==> src/rtl/ods_pkg.sv <==
// ----------------------------------------------------------------------------
// ods_pkg
// Shared types and constants of the octave-down delay shifter.
// ----------------------------------------------------------------------------
package ods_pkg;

  // configuration register widths and reset values
  localparam int SIZE_W      = 4;
  localparam int FADE_W      = 8;
  localparam int CFG_W       = 8;
  localparam int CFG_INDEX_W = 1;

  localparam logic [SIZE_W-1:0] SIZE_RESET = 4'd8;
  localparam logic [FADE_W-1:0] FADE_RESET = 8'd63;

  // legal range of the store size exponent
  localparam logic [SIZE_W-1:0] SIZE_MIN = 4'd8;
  localparam logic [SIZE_W-1:0] SIZE_MAX = 4'd10;
  localparam int SIZE_MAX_I = 10;

  // register indexes
  localparam logic [CFG_INDEX_W-1:0] REG_SIZE_BITS   = 1'd0;
  localparam logic [CFG_INDEX_W-1:0] REG_FADE_LENGTH = 1'd1;

  // crossfade gain: unsigned q0.16 from a restoring divide
  localparam int GAIN_FRAC  = 16;
  localparam int DIV_NUM_W  = FADE_W + GAIN_FRAC;
  localparam int DIV_DEN_W  = FADE_W + 1;
  localparam int DIV_STEP_W = $clog2(DIV_NUM_W + 1);

  // handshake between the sequencer and the divider
  typedef struct packed {
    logic start;
    logic done;
  } div_ctrl_t;

endpackage

==> src/rtl/ods_gain_div.sv <==
// ----------------------------------------------------------------------------
// ods_gain_div
// Restoring divider, one quotient bit per cycle, for the crossfade gain.
// ----------------------------------------------------------------------------
module ods_gain_div (
  input  logic                          clk,
  input  logic                          rst,
  input  logic                          start,
  input  logic [ods_pkg::DIV_NUM_W-1:0] numer,
  input  logic [ods_pkg::DIV_DEN_W-1:0] denom,
  output logic                          done,
  output logic [ods_pkg::DIV_NUM_W-1:0] quot
);

  logic                           busy;
  logic [ods_pkg::DIV_STEP_W-1:0] steps;
  logic [ods_pkg::DIV_NUM_W-1:0]  num_q;
  logic [ods_pkg::DIV_DEN_W-1:0]  rem;
  logic [ods_pkg::DIV_DEN_W-1:0]  den;
  logic [ods_pkg::DIV_DEN_W:0]    rem_shift;
  logic [ods_pkg::DIV_DEN_W:0]    diff;
  logic                           q_bit;

  // one trial subtraction per cycle
  always_comb begin
    rem_shift = {rem, num_q[ods_pkg::DIV_NUM_W-1]};
    diff      = rem_shift - {1'b0, den};
    q_bit     = (rem_shift >= {1'b0, den});
  end

  // step sequencing
  always_ff @(posedge clk) begin
    if (rst) begin
      busy  <= 1'b0;
      steps <= '0;
      done  <= 1'b0;
    end else begin
      done <= 1'b0;
      if (start) begin
        busy  <= 1'b1;
        steps <= ods_pkg::DIV_STEP_W'(ods_pkg::DIV_NUM_W);
      end else if (busy) begin
        steps <= steps - ods_pkg::DIV_STEP_W'(1);
        if (steps == ods_pkg::DIV_STEP_W'(1)) begin
          busy <= 1'b0;
          done <= 1'b1;
        end
      end
    end
  end

  // datapath: the dividend register fills with quotient bits
  always_ff @(posedge clk) begin
    if (start) begin
      num_q <= numer;
      den   <= denom;
      rem   <= '0;
    end else if (busy) begin
      num_q <= {num_q[ods_pkg::DIV_NUM_W-2:0], q_bit};
      rem   <= q_bit ? diff[ods_pkg::DIV_DEN_W-1:0] : rem_shift[ods_pkg::DIV_DEN_W-1:0];
    end
  end

  assign quot = num_q;

endmodule

==> config.mk <==
export PLATFORM = sky130hd
export DESIGN_NAME = ods_gain_div
export DESIGN_NICKNAME = d
export VERILOG_FILES = /design/src/rtl/ods_pkg.sv /design/src/rtl/ods_gain_div.sv
export SDC_FILE = /design/constraint.sdc
export NUM_CORES = 1
export LEC_CHECK = 0
export ABC_AREA = 0
export BUFFER_PORTS_ARGS = -buffer_cell sky130_fd_sc_hd__buf_2
export CAP_MARGIN = 20
export CORE_UTILIZATION = 40
export DETAILED_ROUTE_END_ITERATION = 7
export SETUP_SLACK_MARGIN = 0.2
export SLEW_MARGIN = 5
export SYNTH_ARGS = -nofsm -noshare
export SYNTH_HDL_FRONTEND = slang
export SYNTH_SLANG_ARGS = --single-unit
==> constraint.sdc <==
create_clock -name clk -period 6.07 [get_ports clk]
set_clock_uncertainty 0.05 [all_clocks]
set_input_delay 0.9105 -clock clk [delete_from_list [all_inputs] [get_ports clk]]
set_output_delay 0.9105 -clock clk [all_outputs]
set_load 0.01 [all_outputs]
Word-level counts from Yosys, hierarchy flattened

Index checks and enable logic that the tools add are counted.

Register bits: 49
Latch bits: 0
Memory bits (writable): 0
Bits in read-only memories: 0
Bits of input ports: 36
Logic and storage cells: 24
Memories kept: 0

Add/subtract/negate cells: 2
Multiply operators: 0
Div/mod/pow operators: 0
$lt $le $gt $ge: 1
Equality and inequality tests: 1
Shifts and indexed selects: 0
Multiplexer cells: 9
Bitwise operators: 1
Reductions and logical operators: 3

Operators with widths:

| kind                                                | count |
|---|---|
| two-way mux 24 bit                                  | 2 |
| greater-or-equal comparator 10 x 9 -> 1 bit         | 1 |
| two-way mux 5 bit                                   | 2 |
| two-way mux 9 bit                                   | 1 |
| subtractor 9 bit                                    | 1 |
| equality test 5 x 1 -> 1 bit, second input constant | 1 |
| subtractor 5 x 1 -> 5 bit, second input constant    | 1 |
| two-way mux 1 bit                                   | 4 |
| OR reduction 3 bit                                  | 1 |
| nonzero test 2 bit                                  | 1 |
| OR reduction 2 bit                                  | 1 |
| NOT 1 bit                                           | 1 |

Longest topological paths before layout

Gate-level depths: netlist of the first run.

Depth in word-level cells: 4
Depth in mapped cells: 9
Gate-level depth less buffers: 9

Worst setup path before layout of the first run

OpenSTA, ideal clock, no wires.

Path type: register to register
From: register num_q, in the netlist quot[23]
To: register num_q, in the netlist quot[0] (data pin)
Library setup time: 260 ps
Data arrival time: 2,145 ps
Setup slack: 3,615 ps
Stages on the path, launching flop included: 9
Path buffers: 0
Path through: edfxtp_1 > inv_1 > ha_1 > inv_1 > fa_1 > a211oi_1 > o21a_1 > o211ai_4 > mux2_2

Longest elaborated chain between the ends: 3

Ends and longest elaborated chain:

| element                                     | line               | source |
|---|---|---|
| from (decl)                                 | ods_gain_div.sv:17 | `logic [ods_pkg::DIV_NUM_W-1:0] num_q;` |
| from (signal assigned)                      | ods_gain_div.sv:55 | `num_q <= numer;` |
| from (signal assigned)                      | ods_gain_div.sv:59 | `num_q <= {num_q[ods_pkg::DIV_NUM_W-2:0], q_bit};` |
| greater-or-equal comparator 10 x 9 -> 1 bit | ods_gain_div.sv:28 | `q_bit = (rem_shift >= {1'b0, den});` |
| two-way mux 24 bit                          | ods_gain_div.sv:58 | `end else if (busy) begin` |
| two-way mux 24 bit                          | ods_gain_div.sv:54 | `if (start) begin` |

No other way between the ends. The select of a mux whose other input is x is not followed.
A chain may end at the register's enable or synchronous reset.

Final worst setup path of the first run

From: register num_q, in the netlist quot[23]
To: register rem[0] (netlist name)

Longest elaborated chain between the ends: 2
Elaborated cells on any way between the ends: 3
Those cells by class: 1 x add/sub; 1 x order compare; 1 x mux

Ends and longest elaborated chain:

| element                                                                                | line                                   | source |
|---|---|---|
| subtractor 9 bit / greater-or-equal comparator 10 x 9 -> 1 bit (equally long branches) | ods_gain_div.sv:27, ods_gain_div.sv:28 |  |
| two-way mux 9 bit (*)                                                                  | ods_gain_div.sv:60                     | `rem <= q_bit ? diff[ods_pkg::DIV_DEN_W-1:0] : rem_shift[ods_pkg::DIV_DEN_W-1:0];` |
| to (signal assigned)                                                                   | ods_gain_div.sv:60                     |  |
| to (decl)                                                                              | ods_gain_div.sv:18                     | `logic [ods_pkg::DIV_DEN_W-1:0] rem;` |

Every way passes the cells marked *; elsewhere a longest branch is shown, timed or not.

==> results.json, run 1 <==
{
  "num_io_pins": 61,
  "critPathCaptureType": "register",
  "synth_top_cells_by_count": "33 x edfxtp_1, 24 x mux2_2, 16 x dfxtp_1, 16 x nor2_1, 15 x inv_1",
  "dieArea_um2": 6522,
  "h-tree-depth": 2,
  "hold_slack_ps": 442.1,
  "place_congestion": 0.7381,
  "track_usage": 0.1524,
  "grt-ovfl-total": 0,
  "period_share": 0.4399,
  "ys_ff_latch": 49,
  "drv_slew": 0,
  "grt_pass1_vias": 1591,
  "crit_chain": "inv_1 -> ha_1 -> inv_1 -> fa_1 -> a211oi_1 -> o21a_1 -> o211a_1 -> nand2_1 -> a311oi_1",
  "hold_buffers": 0,
  "drt-pass1-iter-count": 4,
  "power_leakage_nw": 1.221,
  "synth-xor-area-share": 0.02824,
  "finalHoldViolCount": 0,
  "avgSynthCellArea_um2": 12.28,
  "synth_compound_area_frac": 0.1069,
  "drive_gt1_frac": 0.3755,
  "met2_usage": 0.2203,
  "syn_area_um2": 2481,
  "cpPeakStageDelay_ps": 440,
  "start_kind": "register",
  "area_delta_synth_final_pct": 18.41,
  "antenna_found_initial": 0,
  "required_ps": 6230,
  "synthAdderAreaFrac": 0.06354,
  "fmax_ghz": 0.3745,
  "vias": 1736,
  "synth_top_cell_area_share": 0.3994,
  "grt_max_degree": 51,
  "slowest_stage": "edfxtp_1",
  "slew_headroom": 0.3250,
  "synth_top_family_by_area": "multiplexers",
  "grt_pass1_wl_mm": 7.493,
  "use_met3": 0.05056,
  "synth.largest_area_cell": "edfxtp_1",
  "finalSetupViolCount": 0,
  "ant_nets": 0,
  "place_inst": 328,
  "cts_resized": 0,
  "synthMuxAreaShare": 0.1291,
  "ys_types": 44,
  "dpl-instance-area_um2": 2840,
  "clk_pin_slew_ps": 100,
  "synthSimpleGateAreaFrac": 0.1069,
  "yosysSeqAreaShare": 0.5285,
  "synth_edf_count": 33,
  "synthTopCellsByArea": "edfxtp_1 40%, dfxtp_1 13%, mux2_2 11%",
  "worstMarginPinSlew_ps": 1013,
  "layout.area.seq_um2": 1311,
  "drc_errors": 0,
  "n_antenna_cell": 0,
  "worst-setup-path-type": "reg -> reg",
  "multi_input_area_um2": 1079,
  "grt.busiest_layer": "met2",
  "synth_cells": 202,
  "num_rows": 28,
  "design_area_um2": 2938,
  "fillers": 555,
  "clock_sinks": 49,
  "cp_top_family": "compound AO/OA/AOI/OAI gates",
  "portBuffers": 60,
  "ys_warn_count": 0,
  "crit_arrival_ps": 2830,
  "dp_hpwl_mm": 3.133,
  "wl_mm": 4.574,
  "ys_async_sr_fraction": 0,
  "root_buffer": "clkbuf_8",
  "rrSetupSlack_ps": 3400,
  "max_cap_viol_count": 0,
  "fin_crit_ps": 2670,
  "gr-usage-met1": 0.2170,
  "vias_per_cell": 5.167,
  "post_cts_buffers": 0,
  "synth_most_common_cell": "edfxtp_1",
  "fp.dieH_um": 80.76,
  "coreArea_um2": 5956,
  "vdd_drop_max_mv": 0.1434,
  "cts_tree": "yes",
  "wl_per_cell_um": 13.61,
  "nets": 308,
  "critPathMaxFanout": 5,
  "cp_common_cell": "inv_1",
  "start_util": 0.4166,
  "fin_cells": 336,
  "grt_setup_unrepaired": "no",
  "insertion_delay_ps": 310,
  "powerDensity_nw_per_um2": 272.6,
  "synth_top_flop_cell": "edfxtp_1",
  "die_w_um": 80.76,
  "cts_buffer_depth": 2,
  "syn_nets": 250,
  "drt_iter0_markers": 99,
  "outcome": "completed",
  "cp_num_buf_inv": 2,
  "cts-buffers-inserted": 5,
  "finalSetupTns_ps": 0,
  "hold_class": "reg -> reg"
}
[stage by stage]
step | total power (W) | worst slack (ps) | utilization
after global placement | 0.0005994 | 3291 | 0.4769
after global routing | 0.0008464 | 3151 | 0.4933
after CTS | 0.0008090 | 3377 | 0.4933
final | 0.0008009 | 3400 | 0.4933
after floorplan | 0.0005460 | 3615 | -
after detailed placement | 0.0005998 | 3264 | 0.4769
[worst reg2reg max path: stages, from the launching register on]
cell	delay, ps
edfxtp_1	440
inv_1	80
ha_1	150
inv_1	50
fa_1	400
a211oi_1	420
o21a_1	330
o211a_1	300
nand2_1	90
a311oi_1	260
[cell families (layout without fill, tap and decap cells)]
kind of cell,count (synthesis),count (layout)
buffers and inverters,24,83
adders and majority gates,12,12
xor gates and xnor gates,8,8
muxes,29,29
DFF,49,49
and+or+nand+nor,47,47
AOI/OAI and AO/OA,33,33
[layout make-up]
cell class                      count  area share
Clock buffer                        5     0.02342
Clock inverter                      3    0.009796
Inverter                           15     0.01917
Multi-Input combinational cell    129      0.3671
Sequential cell                    49      0.4463
Tap cell                           75     0.03194
Timing Repair Buffer               60      0.1022
[layout by cell type, fill, tap and decap left out, drive strengths merged, types with 2 or more instances in the layout]
cell,count
nand4b,2
nor2,16
nand2b,3
edfxtp,33
clkbuf,5
o211ai,4
buf,60
o311ai,2
ha,11
a21oi,8
inv,17
a311oi,4
mux2i,5
mux2,24
xor2,6
a211oi,6
nand3,4
nand2,7
xnor2,2
dfxtp,16
o211a,2
nor3,3
nor2b,2
nor4b,3
[registers in the layout, summed over array words and instances (netlist names)]
name and cells:
busy 1, done 1, steps 5, rem 9, quot 24, den 9
[worst paths after layout]
kind,startpoint,to,cells past startpoint
worst max register to register,quot[23],rem[0],9
worst min register to register,rem[2],rem[2],2
worst max-delay path,quot[23],rem[0],9
worst min-delay path,rem[2],rem[2],2
[where the power goes]
group	internal [W]	total (W)	switching (W)	leakage, nW
sequential	0.000393	0.000414	0.0000211	0.462
combinational	0.0000833	0.000177	0.0000939	0.709
clock	0.0000864	0.000209	0.000123	0.0506
[per-layer routing]
layer	routed length, µm	share of wire
met1	2255	0.49
met2	1991	0.44
met3	281	0.061
met4	46	0.010
met5	0	0
Note: power is estimated with default switching activity, not from simulation.
==> run 2, diff against run 1 <==
clock period = 2.75 ns   (was 6.07 ns; I/O delays follow)
==> run 2 against run 1 <==
  * Count of clock-buffer cells in the layout unchanged
  * Register-to-register slack worse by 3100 ps
  * Worst hold slack got worse by 210 ps
==> results.json, run 2 (synthesized netlist as in run 1, its figures left out) <==
{
  "outcome": "completed",
  "start_util": 0.4166,
  "grt_setup_unrepaired": "no",
  "fin_crit_ps": 2430,
  "required_ps": 2760,
  "portBuffers": 60,
  "cp_common_cell": "inv_1",
  "antenna_found_initial": 0,
  "grt-ovfl-total": 0,
  "wl_per_cell_um": 13.52,
  "die_w_um": 80.76,
  "slowest_stage": "edfxtp_1",
  "dieArea_um2": 6522,
  "multi_input_area_um2": 1092,
  "power_w": 0.001867,
  "worst-setup-path-type": "reg -> reg",
  "grt_max_degree": 32,
  "wl_mm": 4.596,
  "drc_errors": 0,
  "n_antenna_cell": 0,
  "fp.dieH_um": 80.76,
  "ant_nets": 0,
  "slew_headroom": 0.6311,
  "drv_slew": 0,
  "area_delta_synth_final_pct": 21.03,
  "critPathCaptureType": "register",
  "fin_ws_ps": 320.0,
  "num_rows": 28,
  "cts_tree": "yes",
  "grt_pass1_vias": 1570,
  "grt_pass1_wl_mm": 7.245,
  "track_usage": 0.1463,
  "hold_class": "in -> reg",
  "cp_num_buf_inv": 2,
  "insertion_delay_ps": 300,
  "powerDensity_nw_per_um2": 621.7,
  "cts-buffers-inserted": 5,
  "period_share": 0.8836,
  "top_layer": "met4",
  "power_leakage_nw": 1.250,
  "finalHoldViolCount": 0,
  "met3_length_um": 310,
  "layout_commonest_cell": "buf_2",
  "drive_gt1_frac": 0.3962,
  "hold_buffers": 0,
  "start_kind": "register",
  "wl_met2_mm": 1.984,
  "vdd_drop_max_mv": 0.3410,
  "cp_top_family": "compound AO/OA/AOI/OAI gates",
  "critPathMaxFanout": 9,
  "nets": 312,
  "clock_sinks": 49,
  "root_buffer": "clkbuf_8",
  "num_io_pins": 61,
  "drt_iter0_markers": 78,
  "final_cell_mix": "60 x buf_2, 33 x edfxtp_1, 24 x mux2_2",
  "dp_hpwl_mm": 3.225,
  "crit_arrival_ps": 2440,
  "cpPeakStageDelay_ps": 420,
  "vias_per_cell": 5.100,
  "crit_chain": "inv_1 -> ha_1 -> inv_1 -> fa_1 -> a211oi_2 -> o21a_2 -> o211ai_4 -> mux2_2",
  "largest_reg_flops": 24,
  "fmax_ghz": 0.4115,
  "fillers": 576,
  "coreArea_um2": 5956,
  "worstMarginPinSlew_ps": 553.4,
  "clk_pin_slew_ps": 100,
  "finalSetupViolCount": 0,
  "utilization": 0.5042,
  "wl_met1_mm": 2.267,
  "drt-pass1-iter-count": 4,
  "place_congestion": 0.8092,
  "dp_slack_ps": 140.7,
  "cts_buffer_depth": 2,
  "h-tree-depth": 2,
  "finalSetupTns_ps": 0,
  "layout.area.seq_um2": 1311,
  "vias": 1734,
  "max_cap_viol_count": 0
}
## run 2: cell type report
class / instances / share of cell area
flip-flops and latches: 49 / 0.4367
clock buffers: 5 / 0.02292
clock inverters: 3 / 0.01667
multi-input cells: 129 / 0.3638
inverters: 15 / 0.01875
well taps: 75 / 0.03125
repair buffers: 64 / 0.1100
## run 2: worst paths after layout
kind	start	slack, ps	depth (start not counted)	to
hold reg to reg	rem[2]	450	2	rem[2]
setup / recovery	quot[23]	320	8	quot[0]
setup reg to reg	quot[23]	320	8	quot[0]
hold / removal	denom[3]	230	1	den[3]
## run 2: per-layer routing
layer | global-route usage | vias up
li1 | - | 878
met1 | 0.2001 | 805
met2 | 0.2136 | 47
met3 | 0.05618 | 4
met4 | 0.04464 | 0
met5 | 0 | -
## run 2: metrics by stage
stage	instances	cell area [µm²]	hold slack (ps)
5_1_grt	340	3003	205.1
3_3_place_gp	331	2863	430.4
3_5_place_dp	331	2863	439.0
6_report	340	3003	227.3
4_1_cts	339	2987	217.6
2_1_floorplan	202	2481	412.5
## run 2: worst register-to-register path: cells and delay by family (launching register included)
| kind | cells | cell delay [ps] |
|---|---|---|
| AO/OA/AOI/OAI | 3 | 730 |
| adder cells (fa/ha/maj) | 2 | 560 |
| flip-flops | 1 | 420 |
| multiplexers | 1 | 310 |
| buffers and inverters | 2 | 130 |
## run 2: what timing repair did
| item | in CTS | in global routing |
|---|---|---|
| resized for setup | 1 | 2 |
| buffers inserted | 0 | 1 |
| cloned | 0 | 0 |
| pin swaps | 0 | 2 |
| hold endpoints to repair | 0 | 0 |
| setup endpoints to repair | 9 | 10 |
## run 2: report_power, final
| group | switching [W] | internal [W] | total, W |
|---|---|---|---|
| registers | 0.0000405 | 0.000867 | 0.000908 |
| logic | 0.000219 | 0.000195 | 0.000415 |
| clock network | 0.000265 | 0.000279 | 0.000545 |
==> run 3, diff against run 2 <==
PLACE_DENSITY = 0.61   (was unset)
==> run 3 against run 2 <==
  * Critical path depth unchanged
  * Final area shrank 0.25%
  * Die area did not move
  * Power fell by 0.79%
  * Count of clock-buffer cells in the layout is 1 higher
  * Wire length up 6.4%
  * Sequential cell count is the same
  * Global-route usage up 1.6 points
  * Critical path type unchanged
  * Fmax increased by 0.38%
  * Register-to-register slack hardly changed
  * Largest power group unchanged
  * Non-clock buffer count unchanged
  * Sequential power is essentially flat
==> results.json, run 3 (synthesized netlist as in run 1, its figures left out) <==
{
  "largest_reg_flops": 24,
  "grt_pass1_wl_mm": 7.907,
  "h-tree-depth": 2,
  "cts-buffers-inserted": 5,
  "track_usage": 0.1622,
  "die_w_um": 80.76,
  "nets": 312,
  "slew_headroom": 0.6097,
  "hold_class": "in -> reg",
  "power_leakage_nw": 1.245,
  "finalSetupViolCount": 0,
  "num_rows": 28,
  "intPower_w": 0.001338,
  "fp.dieH_um": 80.76,
  "layout_commonest_cell": "buf_2",
  "final_cell_mix": "60 x buf_2, 33 x edfxtp_1, 24 x mux2_2",
  "root_buffer": "clkbuf_8",
  "finalHoldViolCount": 0,
  "clockPowerShare": 0.284,
  "p_sw_frac": 0.2778,
  "grt_pass1_vias": 1671,
  "drt_iter0_markers": 102,
  "drive_gt1_frac": 0.3925,
  "crit_chain": "inv_1 -> ha_1 -> inv_1 -> fa_1 -> a211oi_2 -> o21a_2 -> o211ai_4 -> mux2_2",
  "crit_arrival_ps": 2440,
  "portBuffers": 60,
  "ant_nets": 0,
  "coreArea_um2": 5956,
  "cp_num_buf_inv": 2,
  "vdd_drop_max_mv": 0.3217,
  "period_share": 0.8803,
  "area_delta_synth_final_pct": 20.73,
  "dieArea_um2": 6522,
  "drv_slew": 0,
  "fin_cells": 340,
  "slowest_stage": "edfxtp_1",
  "cts_tree": "yes",
  "powerDensity_nw_per_um2": 618.4,
  "place_inst": 331,
  "wl_per_cell_um": 14.38,
  "fmax_ghz": 0.4131,
  "vias": 1756,
  "grt-ovfl-total": 0,
  "outcome": "completed",
  "critPathMaxFanout": 9,
  "start_util": 0.4166,
  "fin_crit_ps": 2421,
  "fillers": 553,
  "fin_ws_ps": 329.2,
  "dp_hpwl_mm": 3.373,
  "n_antenna_cell": 0,
  "power_frac_seq": 0.492,
  "start_kind": "register",
  "max_cap_viol_count": 0,
  "vias_per_cell": 5.165,
  "worst-setup-path-type": "reg -> reg",
  "power.share.combinational": 0.225,
  "antenna_found_initial": 0,
  "worstMarginPinSlew_ps": 585.5,
  "critPathCaptureType": "register",
  "wl_mm": 4.890,
  "place_congestion": 0.7506,
  "dp_slack_ps": 143.7,
  "drc_errors": 0,
  "drt-pass1-iter-count": 4,
  "grt_max_degree": 26,
  "p_sw_w": 0.0005146,
  "clk_pin_slew_ps": 90,
  "clock_sinks": 49,
  "cp_common_cell": "inv_1",
  "required_ps": 2770,
  "cts_buffer_depth": 2,
  "cp_top_family": "compound AO/OA/AOI/OAI gates",
  "insertion_delay_ps": 310,
  "finalSetupTns_ps": 0,
  "grt_setup_unrepaired": "no",
  "cpPeakStageDelay_ps": 420,
  "num_io_pins": 61
}
## run 3: final timing paths
check,depth (start not counted),endpoint,slack [ps],from
worst min register to register,2,rem[2],450,rem[2]
worst max register to register,8,quot[0],330,quot[23]
worst max-delay path,8,quot[0],330,quot[23]
worst min-delay path,1,den[4],220,denom[4]
## run 3: metrics by stage
step | util | hold WS (ps) | power [W] | area, µm²
2_1_floorplan | - | 412.5 | 0.001205 | 2481
3_3_place_gp | 0.4807 | 430.1 | 0.001326 | 2863
3_5_place_dp | 0.4807 | 434.7 | 0.001331 | 2863
4_1_cts | 0.5004 | 216.5 | 0.001862 | 2980
5_1_grt | 0.5029 | 207.6 | 0.001950 | 2995
6_report | 0.5029 | 224.7 | 0.001852 | 2995
## run 3: area by class of cell
type,count,area [µm²],share of cell area
repair buffers,64,330.3,0.1103
flip-flops and latches,49,1311,0.4378
multi-input cells,129,1092,0.3647
clock buffers,6,72.57,0.02423
clock inverters,2,38.79,0.01295
inverters,15,56.30,0.01880
well taps,75,93.84,0.03133
## run 3: power groups by stage
stage                     Sequential [W]  Clock (W)  Combinational [W]
after global placement          0.000925          0           0.000401
after CTS                       0.000911   0.000538           0.000412
after floorplan                 0.000936          0           0.000270
after global routing            0.000921   0.000567           0.000462
after detailed placement        0.000925          0           0.000406
final                           0.000911   0.000526           0.000416
## run 3: worst reg2reg max path, stage by stage (launching register included)
cell      delay [ps]
edfxtp_1         420
inv_1             80
ha_1             150
inv_1             50
fa_1             410
a211oi_2         290
o21a_2           250
o211ai_4         170
mux2_2           310
## run 3: layer usage
metal | global-route usage | wire (µm) | vias to the layer above
li1 | - | - | 874
met1 | 0.2188 | 2270 | 827
met2 | 0.2407 | 2243 | 48
met3 | 0.05618 | 311 | 7
met4 | 0.05893 | 65 | 0
met5 | 0 | 0 | -
## run 3: what timing repair did
action,in CTS,in global routing
endpoints found under the setup margin,9,9
pin swaps,0,2
hold buffers,0,0
resized for setup,2,1
buffers inserted,0,1
